`src/hdl/hgu_pkg.sv`:
```
// Shared types, constants and codes for the HTTP GET URL classifier.
`timescale 1ns / 1ps

package hgu_pkg;

   localparam int URL_LIMIT_DEFAULT   = 192;
   localparam int QUEUE_DEPTH_DEFAULT = 4;

   localparam logic [15:0] ETHERTYPE_IPV4 = 16'h0800;
   localparam logic [7:0]  PROTO_TCP      = 8'd6;
   localparam logic [31:0] METHOD_GET     = 32'h47455420;
   localparam logic [63:0] FNV_BASIS      = 64'hcbf29ce484222325;

   localparam logic [7:0] CHAR_SP = 8'h20;
   localparam logic [7:0] CHAR_CR = 8'h0D;
   localparam logic [7:0] CHAR_LF = 8'h0A;

   localparam logic [15:0] PORT_A_RESET = 16'd80;
   localparam logic [15:0] PORT_B_RESET = 16'd8080;
   localparam logic [15:0] PORT_C_RESET = 16'd3000;

   localparam logic [1:0] REG_PORT_A = 2'd0;
   localparam logic [1:0] REG_PORT_B = 2'd1;
   localparam logic [1:0] REG_PORT_C = 2'd2;

   typedef enum logic [2:0] {
      V_GET       = 3'd0,
      V_NOT_IPV4  = 3'd1,
      V_NOT_TCP   = 3'd2,
      V_UNWATCHED = 3'd3,
      V_MALFORMED = 3'd4,
      V_NOT_GET   = 3'd5,
      V_EMPTY_URL = 3'd6
   } verdict_type;

   typedef enum logic [2:0] {
      PH_ETH    = 3'd0,
      PH_IP     = 3'd1,
      PH_TCP    = 3'd2,
      PH_METHOD = 3'd3,
      PH_URL    = 3'd4,
      PH_DONE   = 3'd5
   } phase_type;

   // work item handed from the parser to the hash/result stage
   typedef struct packed {
      logic        hash_en;
      logic        last;
      logic [7:0]  data;
      verdict_type verdict;
      logic [15:0] port;
      logic [7:0]  url_len;
   } tok_type;

endpackage

```
`src/hdl/hgu_front.sv`:
```
// Frame parser: walks the headers, classifies each beat and emits hash/end tokens.
`timescale 1ns / 1ps

module hgu_front #(
   parameter int URL_LIMIT = hgu_pkg::URL_LIMIT_DEFAULT
) (
   input  logic             clock,
   input  logic             reset,
   input  logic             csr_we,
   input  logic [1:0]       csr_index,
   input  logic [15:0]      csr_wdata,
   input  logic             req_tvalid,
   output logic             req_tready,
   input  logic [7:0]       req_tdata,
   input  logic             req_tlast,
   output logic             tok_valid,
   input  logic             tok_ready,
   output hgu_pkg::tok_type tok
);
   import hgu_pkg::*;

   localparam int CW = $clog2(URL_LIMIT + 1);

   logic [15:0] port_a_ff, port_b_ff, port_c_ff;
   phase_type   phase_ff, phase_in;
   logic [15:0] pos_ff, pos_in;
   logic [3:0]  ihl_ff, ihl_in;
   logic [3:0]  off_ff, off_in;
   logic [15:0] port_ff, port_in;
   logic [31:0] ms_ff, ms_in;
   logic [CW-1:0] cnt_ff, cnt_in;
   verdict_type vh_ff, vh_in;
   logic        hash_en;
   logic        stop;
   logic        fire;
   logic [7:0]  b;

   assign b          = req_tdata;
   assign req_tready = tok_ready;
   assign fire       = req_tvalid && tok_ready;

   always_ff @(posedge clock) begin
      if (reset) begin
         port_a_ff <= PORT_A_RESET;
         port_b_ff <= PORT_B_RESET;
         port_c_ff <= PORT_C_RESET;
      end else if (csr_we) begin
         case (csr_index)
            REG_PORT_A: port_a_ff <= csr_wdata;
            REG_PORT_B: port_b_ff <= csr_wdata;
            REG_PORT_C: port_c_ff <= csr_wdata;
            default: ;
         endcase
      end
   end

   always_comb begin
      phase_in = phase_ff;
      pos_in   = pos_ff;
      ihl_in   = ihl_ff;
      off_in   = off_ff;
      port_in  = port_ff;
      ms_in    = ms_ff;
      cnt_in   = cnt_ff;
      vh_in    = vh_ff;
      hash_en  = 1'b0;
      stop     = 1'b0;
      unique case (phase_ff)
         PH_ETH: begin
            ms_in = {ms_ff[23:0], b};
            if (pos_ff == 16'd13) begin
               if (ms_in[15:0] != ETHERTYPE_IPV4) begin
                  vh_in    = V_NOT_IPV4;
                  phase_in = PH_DONE;
               end else begin
                  phase_in = PH_IP;
                  pos_in   = '0;
                  ms_in    = '0;
               end
            end
         end
         PH_IP: begin
            if (pos_ff == 16'd0) ihl_in = b[3:0];
            if (pos_ff == 16'd0 && b[3:0] < 4'd5) begin
               vh_in    = V_MALFORMED;
               phase_in = PH_DONE;
            end else begin
               if (pos_ff == 16'd9) ms_in = {31'd0, b != PROTO_TCP};
               if (pos_ff == 16'd19 && ms_in != 32'd0) begin
                  vh_in    = V_NOT_TCP;
                  phase_in = PH_DONE;
               end else if (pos_ff >= 16'd19 &&
                            pos_ff == {10'd0, ihl_in, 2'b00} - 16'd1) begin
                  phase_in = PH_TCP;
                  pos_in   = '0;
                  ms_in    = '0;
               end
            end
         end
         PH_TCP: begin
            if (pos_ff == 16'd2 || pos_ff == 16'd3) ms_in = {ms_ff[23:0], b};
            if (pos_ff == 16'd12) off_in = b[7:4];
            if (pos_ff == 16'd19) begin
               port_in = ms_in[15:0];
               if (port_in != port_a_ff && port_in != port_b_ff &&
                   port_in != port_c_ff) begin
                  vh_in    = V_UNWATCHED;
                  phase_in = PH_DONE;
                  stop     = 1'b1;
               end else if (off_in < 4'd5) begin
                  vh_in    = V_MALFORMED;
                  phase_in = PH_DONE;
                  stop     = 1'b1;
               end
            end
            if (!stop && pos_ff >= 16'd19 &&
                pos_ff == {10'd0, off_in, 2'b00} - 16'd1) begin
               phase_in = PH_METHOD;
               pos_in   = '0;
               ms_in    = '0;
            end
         end
         PH_METHOD: begin
            ms_in = {ms_ff[23:0], b};
            if (pos_ff == 16'd3) begin
               if (ms_in == METHOD_GET) begin
                  phase_in = PH_URL;
                  pos_in   = '0;
                  ms_in    = '0;
                  cnt_in   = '0;
                  vh_in    = V_EMPTY_URL;
               end else begin
                  vh_in    = V_NOT_GET;
                  phase_in = PH_DONE;
               end
            end
         end
         PH_URL: begin
            if (b == CHAR_SP || b == CHAR_CR || b == CHAR_LF) begin
               phase_in = PH_DONE;
            end else begin
               hash_en = 1'b1;
               cnt_in  = cnt_ff + 1'b1;
               vh_in   = V_GET;
               if (cnt_in >= CW'(URL_LIMIT)) phase_in = PH_DONE;
            end
         end
         default: ;
      endcase
      if (phase_in == phase_ff && pos_ff != 16'hFFFF) pos_in = pos_in + 16'd1;
   end

   assign tok_valid   = req_tvalid && (hash_en || req_tlast);
   assign tok.hash_en = hash_en;
   assign tok.last    = req_tlast;
   assign tok.data    = b;
   assign tok.verdict = vh_in;
   assign tok.port    = port_in;
   assign tok.url_len = 8'(cnt_in);

   always_ff @(posedge clock) begin
      if (reset || (fire && req_tlast)) begin
         phase_ff <= PH_ETH;
         pos_ff   <= '0;
         ihl_ff   <= '0;
         off_ff   <= '0;
         port_ff  <= '0;
         ms_ff    <= '0;
         cnt_ff   <= '0;
         vh_ff    <= V_MALFORMED;
      end else if (fire) begin
         phase_ff <= phase_in;
         pos_ff   <= pos_in;
         ihl_ff   <= ihl_in;
         off_ff   <= off_in;
         port_ff  <= port_in;
         ms_ff    <= ms_in;
         cnt_ff   <= cnt_in;
         vh_ff    <= vh_in;
      end
   end

endmodule

```
`src/hdl/hgu_queue.sv`:
```
// Short token queue between the parser and the hash/result stage.
`timescale 1ns / 1ps

module hgu_queue #(
   parameter int DEPTH = hgu_pkg::QUEUE_DEPTH_DEFAULT
) (
   input  logic             clock,
   input  logic             reset,
   input  logic             push_valid,
   output logic             push_ready,
   input  hgu_pkg::tok_type push_tok,
   output logic             pop_valid,
   input  logic             pop_ready,
   output hgu_pkg::tok_type pop_tok
);
   import hgu_pkg::*;

   localparam int PW = (DEPTH > 1) ? $clog2(DEPTH) : 1;
   localparam int CW = $clog2(DEPTH + 1);

   tok_type       slot_ff [DEPTH];
   logic [PW-1:0] wr_ptr_ff, rd_ptr_ff;
   logic [CW-1:0] count_ff;
   logic          push, pop;

   assign push_ready = count_ff != CW'(DEPTH);
   assign pop_valid  = count_ff != '0;
   assign push       = push_valid && push_ready;
   assign pop        = pop_valid && pop_ready;
   assign pop_tok    = slot_ff[rd_ptr_ff];

   always_ff @(posedge clock) begin
      if (push) slot_ff[wr_ptr_ff] <= push_tok;
   end

   always_ff @(posedge clock) begin
      if (reset) begin
         wr_ptr_ff <= '0;
         rd_ptr_ff <= '0;
         count_ff  <= '0;
      end else begin
         if (push) wr_ptr_ff <= (wr_ptr_ff == PW'(DEPTH - 1)) ? '0 : wr_ptr_ff + 1'b1;
         if (pop)  rd_ptr_ff <= (rd_ptr_ff == PW'(DEPTH - 1)) ? '0 : rd_ptr_ff + 1'b1;
         if (push && !pop)      count_ff <= count_ff + 1'b1;
         else if (pop && !push) count_ff <= count_ff - 1'b1;
      end
   end

endmodule

```
`src/hdl/hgu_back.sv`:
```
// Hash and result stage: FNV-1a over URL tokens, frame counter, response register.
`timescale 1ns / 1ps

module hgu_back (
   input  logic             clock,
   input  logic             reset,
   input  logic             tok_valid,
   output logic             tok_ready,
   input  hgu_pkg::tok_type tok,
   output logic             rsp_tvalid,
   input  logic             rsp_tready,
   output logic [151:0]     rsp_tdata,
   output logic [2:0]       rsp_tuser
);
   import hgu_pkg::*;

   // multiply by the FNV prime 2^40 + 0x1b3 as shifts and adds
   function automatic logic [63:0] fnv_mul(input logic [63:0] h);
      fnv_mul = h + (h << 40) + (h << 8) + (h << 7) + (h << 5) + (h << 4) + (h << 1);
   endfunction

   logic [63:0]  hash_ff, hash_mid;
   logic [63:0]  frames_ff;
   logic         valid_ff;
   verdict_type  verdict_ff;
   logic [15:0]  port_ff;
   logic [7:0]   len_ff;
   logic [63:0]  hout_ff;
   logic [63:0]  fout_ff;
   logic         pop, hit;

   assign tok_ready = !tok.last || !valid_ff || rsp_tready;
   assign pop       = tok_valid && tok_ready;
   assign hash_mid  = tok.hash_en ? fnv_mul(hash_ff ^ {56'd0, tok.data}) : hash_ff;
   assign hit       = tok.verdict == V_GET;

   always_ff @(posedge clock) begin
      if (reset) begin
         hash_ff   <= FNV_BASIS;
         frames_ff <= '0;
         valid_ff  <= 1'b0;
      end else begin
         if (pop && tok.last) valid_ff <= 1'b1;
         else if (rsp_tready) valid_ff <= 1'b0;
         if (pop) begin
            if (tok.last) begin
               hash_ff   <= FNV_BASIS;
               frames_ff <= frames_ff + 64'd1;
            end else begin
               hash_ff <= hash_mid;
            end
         end
      end
   end

   always_ff @(posedge clock) begin
      if (pop && tok.last) begin
         verdict_ff <= tok.verdict;
         port_ff    <= tok.port;
         len_ff     <= hit ? tok.url_len : 8'd0;
         hout_ff    <= hit ? hash_mid : 64'd0;
         fout_ff    <= frames_ff + 64'd1;
      end
   end

   assign rsp_tvalid = valid_ff;
   assign rsp_tuser  = verdict_ff;
   assign rsp_tdata  = {fout_ff, hout_ff, len_ff, port_ff};

endmodule

```
`src/hdl/http_get_url_classifier_top.sv`:
```
// Top level of the HTTP GET URL classifier.
`timescale 1ns / 1ps

// Takes one Ethernet frame byte per beat on req_ and gives one verdict beat on rsp_ for
// each frame, carrying the TCP destination port, the URL length, its 64-bit FNV-1a
// hash (both zero unless the verdict is GET matched) and the running frame count.
// Unless the token queue is full, a byte is taken every cycle and the parser advances
// one byte per cycle; the hash stage folds one URL byte per cycle through a
// shift-and-add multiply by the FNV prime. A token queue between parser and hash
// stage absorbs a held response; req_tready drops only when that queue is full.
// The user must write watched ports on csr_ while the block is idle; nothing checks it.
module http_get_url_classifier_top #(
   parameter int URL_LIMIT   = hgu_pkg::URL_LIMIT_DEFAULT,
   parameter int QUEUE_DEPTH = hgu_pkg::QUEUE_DEPTH_DEFAULT
) (
   input  logic         clock,
   input  logic         reset,
   input  logic         csr_we,
   input  logic [1:0]   csr_index,
   input  logic [15:0]  csr_wdata,
   input  logic         req_tvalid,
   output logic         req_tready,
   input  logic [7:0]   req_tdata,   // [7:0] frame_byte
   input  logic         req_tlast,   // end_of_frame
   output logic         rsp_tvalid,
   input  logic         rsp_tready,
   // [15:0] dest_port, [23:16] url_length, [87:24] url_hash, [151:88] frames_seen
   output logic [151:0] rsp_tdata,
   output logic [2:0]   rsp_tuser    // [2:0] verdict
);
   import hgu_pkg::*;

   tok_type push_tok, pop_tok;
   logic    push_valid, push_ready, pop_valid, pop_ready;

   hgu_front #(.URL_LIMIT(URL_LIMIT)) u_front (
      .clock      (clock),
      .reset      (reset),
      .csr_we     (csr_we),
      .csr_index  (csr_index),
      .csr_wdata  (csr_wdata),
      .req_tvalid (req_tvalid),
      .req_tready (req_tready),
      .req_tdata  (req_tdata),
      .req_tlast  (req_tlast),
      .tok_valid  (push_valid),
      .tok_ready  (push_ready),
      .tok        (push_tok)
   );

   hgu_queue #(.DEPTH(QUEUE_DEPTH)) u_queue (
      .clock      (clock),
      .reset      (reset),
      .push_valid (push_valid),
      .push_ready (push_ready),
      .push_tok   (push_tok),
      .pop_valid  (pop_valid),
      .pop_ready  (pop_ready),
      .pop_tok    (pop_tok)
   );

   hgu_back u_back (
      .clock      (clock),
      .reset      (reset),
      .tok_valid  (pop_valid),
      .tok_ready  (pop_ready),
      .tok        (pop_tok),
      .rsp_tvalid (rsp_tvalid),
      .rsp_tready (rsp_tready),
      .rsp_tdata  (rsp_tdata),
      .rsp_tuser  (rsp_tuser)
   );

   // input stalls only behind a full queue
   a_stall_means_full: assert property (@(posedge clock) disable iff (reset)
      !req_tready |-> pop_valid)
      else $error("input stalled with empty token queue");

   // a non-matching verdict never carries URL data
   a_miss_zero: assert property (@(posedge clock) disable iff (reset)
      (rsp_tvalid && rsp_tuser != V_GET) |-> (rsp_tdata[87:16] == 72'd0))
      else $error("URL fields set on a non-GET verdict");

   // a matched URL has at least one byte
   a_get_nonempty: assert property (@(posedge clock) disable iff (reset)
      (rsp_tvalid && rsp_tuser == V_GET && URL_LIMIT < 256) |-> (rsp_tdata[23:16] != 8'd0))
      else $error("GET verdict with zero URL length");

endmodule

```
`config.mk`:
```
export PLATFORM = sky130hd
export DESIGN_NAME = http_get_url_classifier_top
export DESIGN_NICKNAME = d
export VERILOG_FILES = /design/src/hdl/hgu_pkg.sv /design/src/hdl/hgu_front.sv /design/src/hdl/hgu_queue.sv /design/src/hdl/hgu_back.sv /design/src/hdl/http_get_url_classifier_top.sv
export SDC_FILE = /design/constraint.sdc
export NUM_CORES = 2
export LEC_CHECK = 0
export BUFFER_PORTS_ARGS = -buffer_cell sky130_fd_sc_hd__buf_2
export CAP_MARGIN = 20
export CORE_MARGIN = 2
export CORE_UTILIZATION = 40
export DETAILED_ROUTE_END_ITERATION = 8
export GPL_TIMING_DRIVEN = 0
export SKIP_LAST_GASP = 1
export SLEW_MARGIN = 25
export SYNTH_ARGS = -nofsm -noshare
export SYNTH_HDL_FRONTEND = slang
export SYNTH_SLANG_ARGS = --single-unit
```
`constraint.sdc`:
```
create_clock -name clock -period 9.5 [get_ports clock]
set_clock_uncertainty 0.15 [all_clocks]
set_input_delay 1.425 -clock clock [delete_from_list [all_inputs] [get_ports clock]]
set_output_delay 1.425 -clock clock [all_outputs]
set_load 0.02 [all_outputs]
```
# Yosys cells after proc, flatten, opt, wreduce, memory -nomap -nowiden
# Memory sizes are Yosys's and may differ from the RTL's. A register that Yosys moved wholly into a read port is not among the register bits.
# Cells that the tools add are included.
dict set report totals {
  ff_bits 425
  mem_bits_rw 148
  in_bits 32
  out_inout_bits 157
  wordCells 196
  mem_count 1
}
# memory depth width rd rd_clocked_by_memory_dff wr line_no
set mem_list {}
lappend mem_list {u_queue.slot_ff 4 37 1 1 1 hgu_queue.sv:21} ;# tok_type slot_ff [DEPTH];
dict set report op_classes {
  n_addsub 15
  magnitude_cmp 4
  eq_ne 30
  muxes 77
  n_bitwise 1
  reduce_logical 45
}
# op count
set ops {}
lappend ops {{32-bit two-way mux} 13}
lappend ops {{64-bit adder} 6}
lappend ops {{16-bit two-way mux} 11}
lappend ops {{64-bit two-way mux} 2}
lappend ops {{32-bit case mux with 4 select lines} 1}
lappend ops {{3-bit two-way mux} 23}
lappend ops {{64-bit by 1-bit adder with 64-bit output (second input constant)} 1}
lappend ops {{16-bit case mux with 4 select lines} 1}
lappend ops {{64-bit by 8-bit XOR with 64-bit output} 1}
lappend ops {{16-bit by 4-bit == test with 1-bit output (second input constant)} 3}
lappend ops {{16-bit != test} 3}
lappend ops {{16-bit == test} 2}
lappend ops {{16-bit by 2-bit == test with 1-bit output (second input constant)} 2}
lappend ops {{32-bit by 31-bit == test with 1-bit output (second input constant)} 1}
lappend ops {{32-bit nonzero test} 1}
lappend ops {{3-bit case mux with 5 select lines} 2}
lappend ops {{8-bit two-way mux} 3}
lappend ops {{16-bit by 1-bit adder with 16-bit output (second input constant)} 1}
lappend ops {{16-bit by 5-bit == test with 1-bit output (second input constant)} 1}
lappend ops {{8-bit by 4-bit == test with 1-bit output (second input constant)} 2}
lappend ops {{16-bit by 5-bit greater-or-equal comparator with 1-bit output (second input constant)} 1}
lappend ops {{1-bit logical AND} 16}
lappend ops {{16-bit zero test} 1}
lappend ops {{4-bit two-way mux} 4}
lappend ops {{other kinds (33)} 70}

# Logic depth before layout (Yosys ltp)
dict set report depth {
  word_depth 18
  ltp_mapped 25
  ltp_nobuf 23
}

# By module
# From an unflattened synthesis, not the netlist that was laid out.
dict set report unflattened {
  cells_unflattened 3655
  area_unflattened_um2 36563.8
}
# mod instances cells_per_inst area_per_inst_um2 seq_area_each_um2
set modules_own_cells {}
lappend modules_own_cells {hgu_back 1 2259 22266.4 7236.9}
lappend modules_own_cells {hgu_front 1 1155 8489.4 2682.6}
lappend modules_own_cells {hgu_queue 1 241 5808.1 4624.4}

# Worst setup path after synthesis
# Ideal clock, no wire load.
dict set report synth_timing {
  path_kind {flip-flop to flip-flop}
  from {register (tool-made name)}
  to {register u_back.frames_ff[10]}
  setup_ns 0.065
  t_arrival_ns 7.508
  required_time_ns 9.285
  path_slack_ns 1.777
  stages_incl_launch_ff 12
  path_buffers 4
  period_less_slack_ns 7.723
  cell_sequence {dfxtp_1 buf_1 mux4_2 a21oi_1 nand2_1 clkbuf_1 inv_1 clkbuf_1 clkbuf_1 nand2_1 xor2_1 nor2_1}
}
# item line_no
set synth_lines {}
lappend synth_lines {{to (signal assigned)} hgu_back.sv:48} ;# frames_ff <= frames_ff + 64'd1;
lappend synth_lines {{to (decl)} hgu_back.sv:23} ;# logic [63:0] frames_ff;

==> impl_metrics.tcl <==
set metrics [dict create \
    clockBufferDepth 3 \
    critPathKind "flop to flop" \
    fmax_ghz 0.112 \
    fin_setup_tns_ps 0 \
    hpwlAfterDp_um 78300 \
    critPathLaunchType "flop" \
    seq_area_sq_mm 0.0145 \
    gp_congestion 0.957 \
    cp.required_ps 9730 \
    max_slew_margin 0.348 \
    antenna_found_initial 4 \
    seq_area_frac_synth 0.412 \
    fillers 8369 \
    final_cell_mix "405 x nand2_1, 303 x edfxtp_1, 279 x nor2_1" \
    ios 189 \
    grt_pass1_vias 26410 \
    fin_crit_ps 8890 \
    io_buffer_count 188 \
    rows 108 \
    drt_pass1_iterations 7 \
    syn-num-nets 3840 \
    insertion_delay_ps 630 \
    start_util 0.405 \
    yosys_warnings 0 \
    fin_crit_sh 0.936 \
    syn_inst 3450 \
    worstPathCellList "clkbuf_1, clkbuf_1, mux4_2, xnor2_2, inv_1, fa_1, fa_1, inv_1, fa_1, inv_1, ha_1, ha_1, o21ai_0, o21ai_0, a31oi_1, a211oi_2, a21boi_0, o31a_1, o21a_1, o21bai_1, a41oi_1, xor2_1, a211oi_2" \
    multi_input_area_sq_mm 0.0191 \
    post_cts_buffers 0 \
    area_delta_synth_final_pct 13.9 \
    critPathMaxStageDelay_ps 610 \
    cts_buffers 68 \
    hold_class "flop to flop" \
    grt.overflow.total 0 \
    ys.flop_type "edfxtp_1" \
    wirelength_um 104000 \
    synth.cell_area_sq_mm 0.0353 \
    async_flop_share 0 \
    yosys.cell_types.count 94 \
    routedWlPerCell_um 21.0 \
    crit_buf_inv 5 \
    via_count 26942 \
    drc 0 \
    grt_pass1_wl_um 158000 \
    fin_nets 4104 \
    drive_gt1_frac 0.108 \
    finalHoldViolCount 0 \
    grt_max_degree 53 \
    cts_tree "built" \
    die_h_um 301 \
    crit_fanout 10 \
    critical-path-slowest-cell "clkbuf_1" \
    worst_pin_slew_ps 971 \
    setup_viol_count_final 0 \
    cts.sink_count 575 \
    core_region_area_sq_mm 0.0870 \
    ys_seq_elements 575 \
    postRouteAntennaNets 0 \
    die_x_um 301 \
    status "finished clean" \
    drt-vias-per-instance 5.47 \
    setup.worst_path.end_class "flop" \
    cp.arrival_ps 9130 \
    synth_area_per_cell_sq_um 10.2 \
    maxCapViolCount 0 \
    dieArea_sq_mm 0.0906 \
    layout_commonest_cell "nand2_1" \
    critPathTopFamily "compound AO/OA/AOI/OAI gates" \
    maxSlewViolCount 0 \
    root_buffer "clkbuf_16" \
    drt-initial-drc-count 2138 \
    synth_edf_count 303 \
    grt_use_total 0.228 \
    htreeDepth 3 \
    rsz0062_at_grt "false" \
    clk_pin_slew_ps 60 \
]
==> path summary, 6_finish.rpt <==
check / start / end / slack, ps / cells past startpoint
setup / recovery: flop / u_back.hout_ff[63]$_SDFFCE_PP0P_ / 610 / 23
setup reg to reg: flop / u_back.hout_ff[63]$_SDFFCE_PP0P_ / 610 / 23
hold reg to reg: u_front.port_ff[9]$_SDFFE_PP0P_ / u_front.port_ff[9]$_SDFFE_PP0P_ / 310 / 2
hold / removal: u_front.port_ff[9]$_SDFFE_PP0P_ / u_front.port_ff[9]$_SDFFE_PP0P_ / 310 / 2
==> logic make-up (layout without fill, tap and decap cells) <==
| family | count (synthesis) | after routing | share of synthesized area |
|---|---|---|---|
| DFF | 575 | 575 | 0.412 |
| other | 0 | 2 | 0 |
| xor gates and xnor gates | 270 | 270 | 0.0670 |
| adders and majority gates | 359 | 359 | 0.179 |
| buffers and inverters | 438 | 758 | 0.0484 |
| muxes | 73 | 73 | 0.0336 |
| AOI/OAI and AO/OA | 682 | 682 | 0.121 |
| and+or+nand+nor | 1053 | 1053 | 0.139 |
==> area by class of cell <==
cell class | instances | share of cell area
well taps | 1155 | 0.0360
inverters | 268 | 0.0250
plain buffers | 170 | 0.0177
multi-input cells | 2437 | 0.475
repair buffers | 194 | 0.0270
diodes | 2 | 0.000125
flip-flops and latches | 575 | 0.362
clock buffers | 84 | 0.0446
clock inverters | 42 | 0.0130
==> synth_stat cells, drive strengths merged (7+ instances only) <==
master,n,share of area
a211oi,15,0.0032
a21o,44,0.0094
a21oi,259,0.037
a22oi,45,0.0096
a2bb2oi,13,0.0032
a31oi,23,0.0041
and2,17,0.0030
and3,27,0.0048
and4,11,0.0027
buf,35,0.0054
clkbuf,135,0.014
dfxtp,272,0.15
edfxtp,303,0.26
fa,241,0.14
ha,117,0.041
inv,266,0.028
mux2i,35,0.0099
mux4,36,0.023
nand2,406,0.043
nand2b,7,0.0012
nand3,89,0.013
nand4,42,0.0084
nor2,281,0.030
nor2b,23,0.0041
nor3,44,0.0067
nor3b,9,0.0019
nor4,27,0.0062
o211ai,30,0.0064
o21a,10,0.0021
o21ai,129,0.018
o21bai,13,0.0028
o221ai,9,0.0022
o22ai,9,0.0018
o31ai,7,0.0015
or2,9,0.0016
or3,35,0.0062
or4,12,0.0026
xnor2,144,0.036
xor2,126,0.031
==> repair_timing <==
| item | 4_1_cts | 5_1_grt |
|---|---|---|
| hold buffers | 0 | 0 |
| setup endpoints to repair | 1 | 5 |
| resized for setup | 3 | 5 |
| gates cloned | 0 | 0 |
| pin swaps | 0 | 0 |
==> worst min-delay path: cells and delay by family, from the launching register on <==
kind            cells  cell delay [ps]
flops               1              310
simple gates        1               50
compound gates      1               50
==> per-layer routing <==
layer / wire (um) / track usage / part of all wire / vias to the layer above
met5: 23 / 0 / 0.00022 / -
met4: 3880 / 0.0910 / 0.037 / 4
met3: 7020 / 0.0411 / 0.068 / 210
met2: 49400 / 0.377 / 0.48 / 901
met1: 43300 / 0.297 / 0.42 / 13248
li1: - / - / - / 12579
==> flip-flops by register name, summed over array words and instances, names as in the netlist, named ones only <==
name	cells
u_front.off_ff	4
u_front.pos_ff	16
u_back.hash_ff	64
u_back.rsp_tvalid	1
u_front.port_c_ff	16
u_back.len_ff	8
u_back.rsp_tuser	3
u_back.fout_ff	64
u_front.cnt_ff	8
u_front.port_b_ff	16
u_front.ihl_ff	4
u_queue.rd_ptr_ff	2
u_front.port_a_ff	16
u_back.frames_ff	64
u_queue.slot_ff	148
u_back.port_ff	16
u_queue.count_ff	3
u_front.ms_ff	32
u_front.phase_ff	3
u_front.vh_ff	3
u_back.hout_ff	64
u_queue.wr_ptr_ff	2
u_front.port_ff	16
==> stage by stage <==
stage                     utilization  std cells  instance area [sq um]  worst slack (ps)  hold slack (ps)
after floorplan                     -       3450                  35300              1780              287
after CTS                       0.461       4925                  40200              63.4              307
after global routing            0.462       4926                  40200               120              323
after detailed placement        0.435       4799                  37800              -209              299
after global placement          0.433       4793                  37700             -2170              292
final                           0.462       4927                  40200               606              305
Power is left out: the tool's default activity adds up to more than one toggle a clock period on the data nets, which glitch-free logic cannot reach.
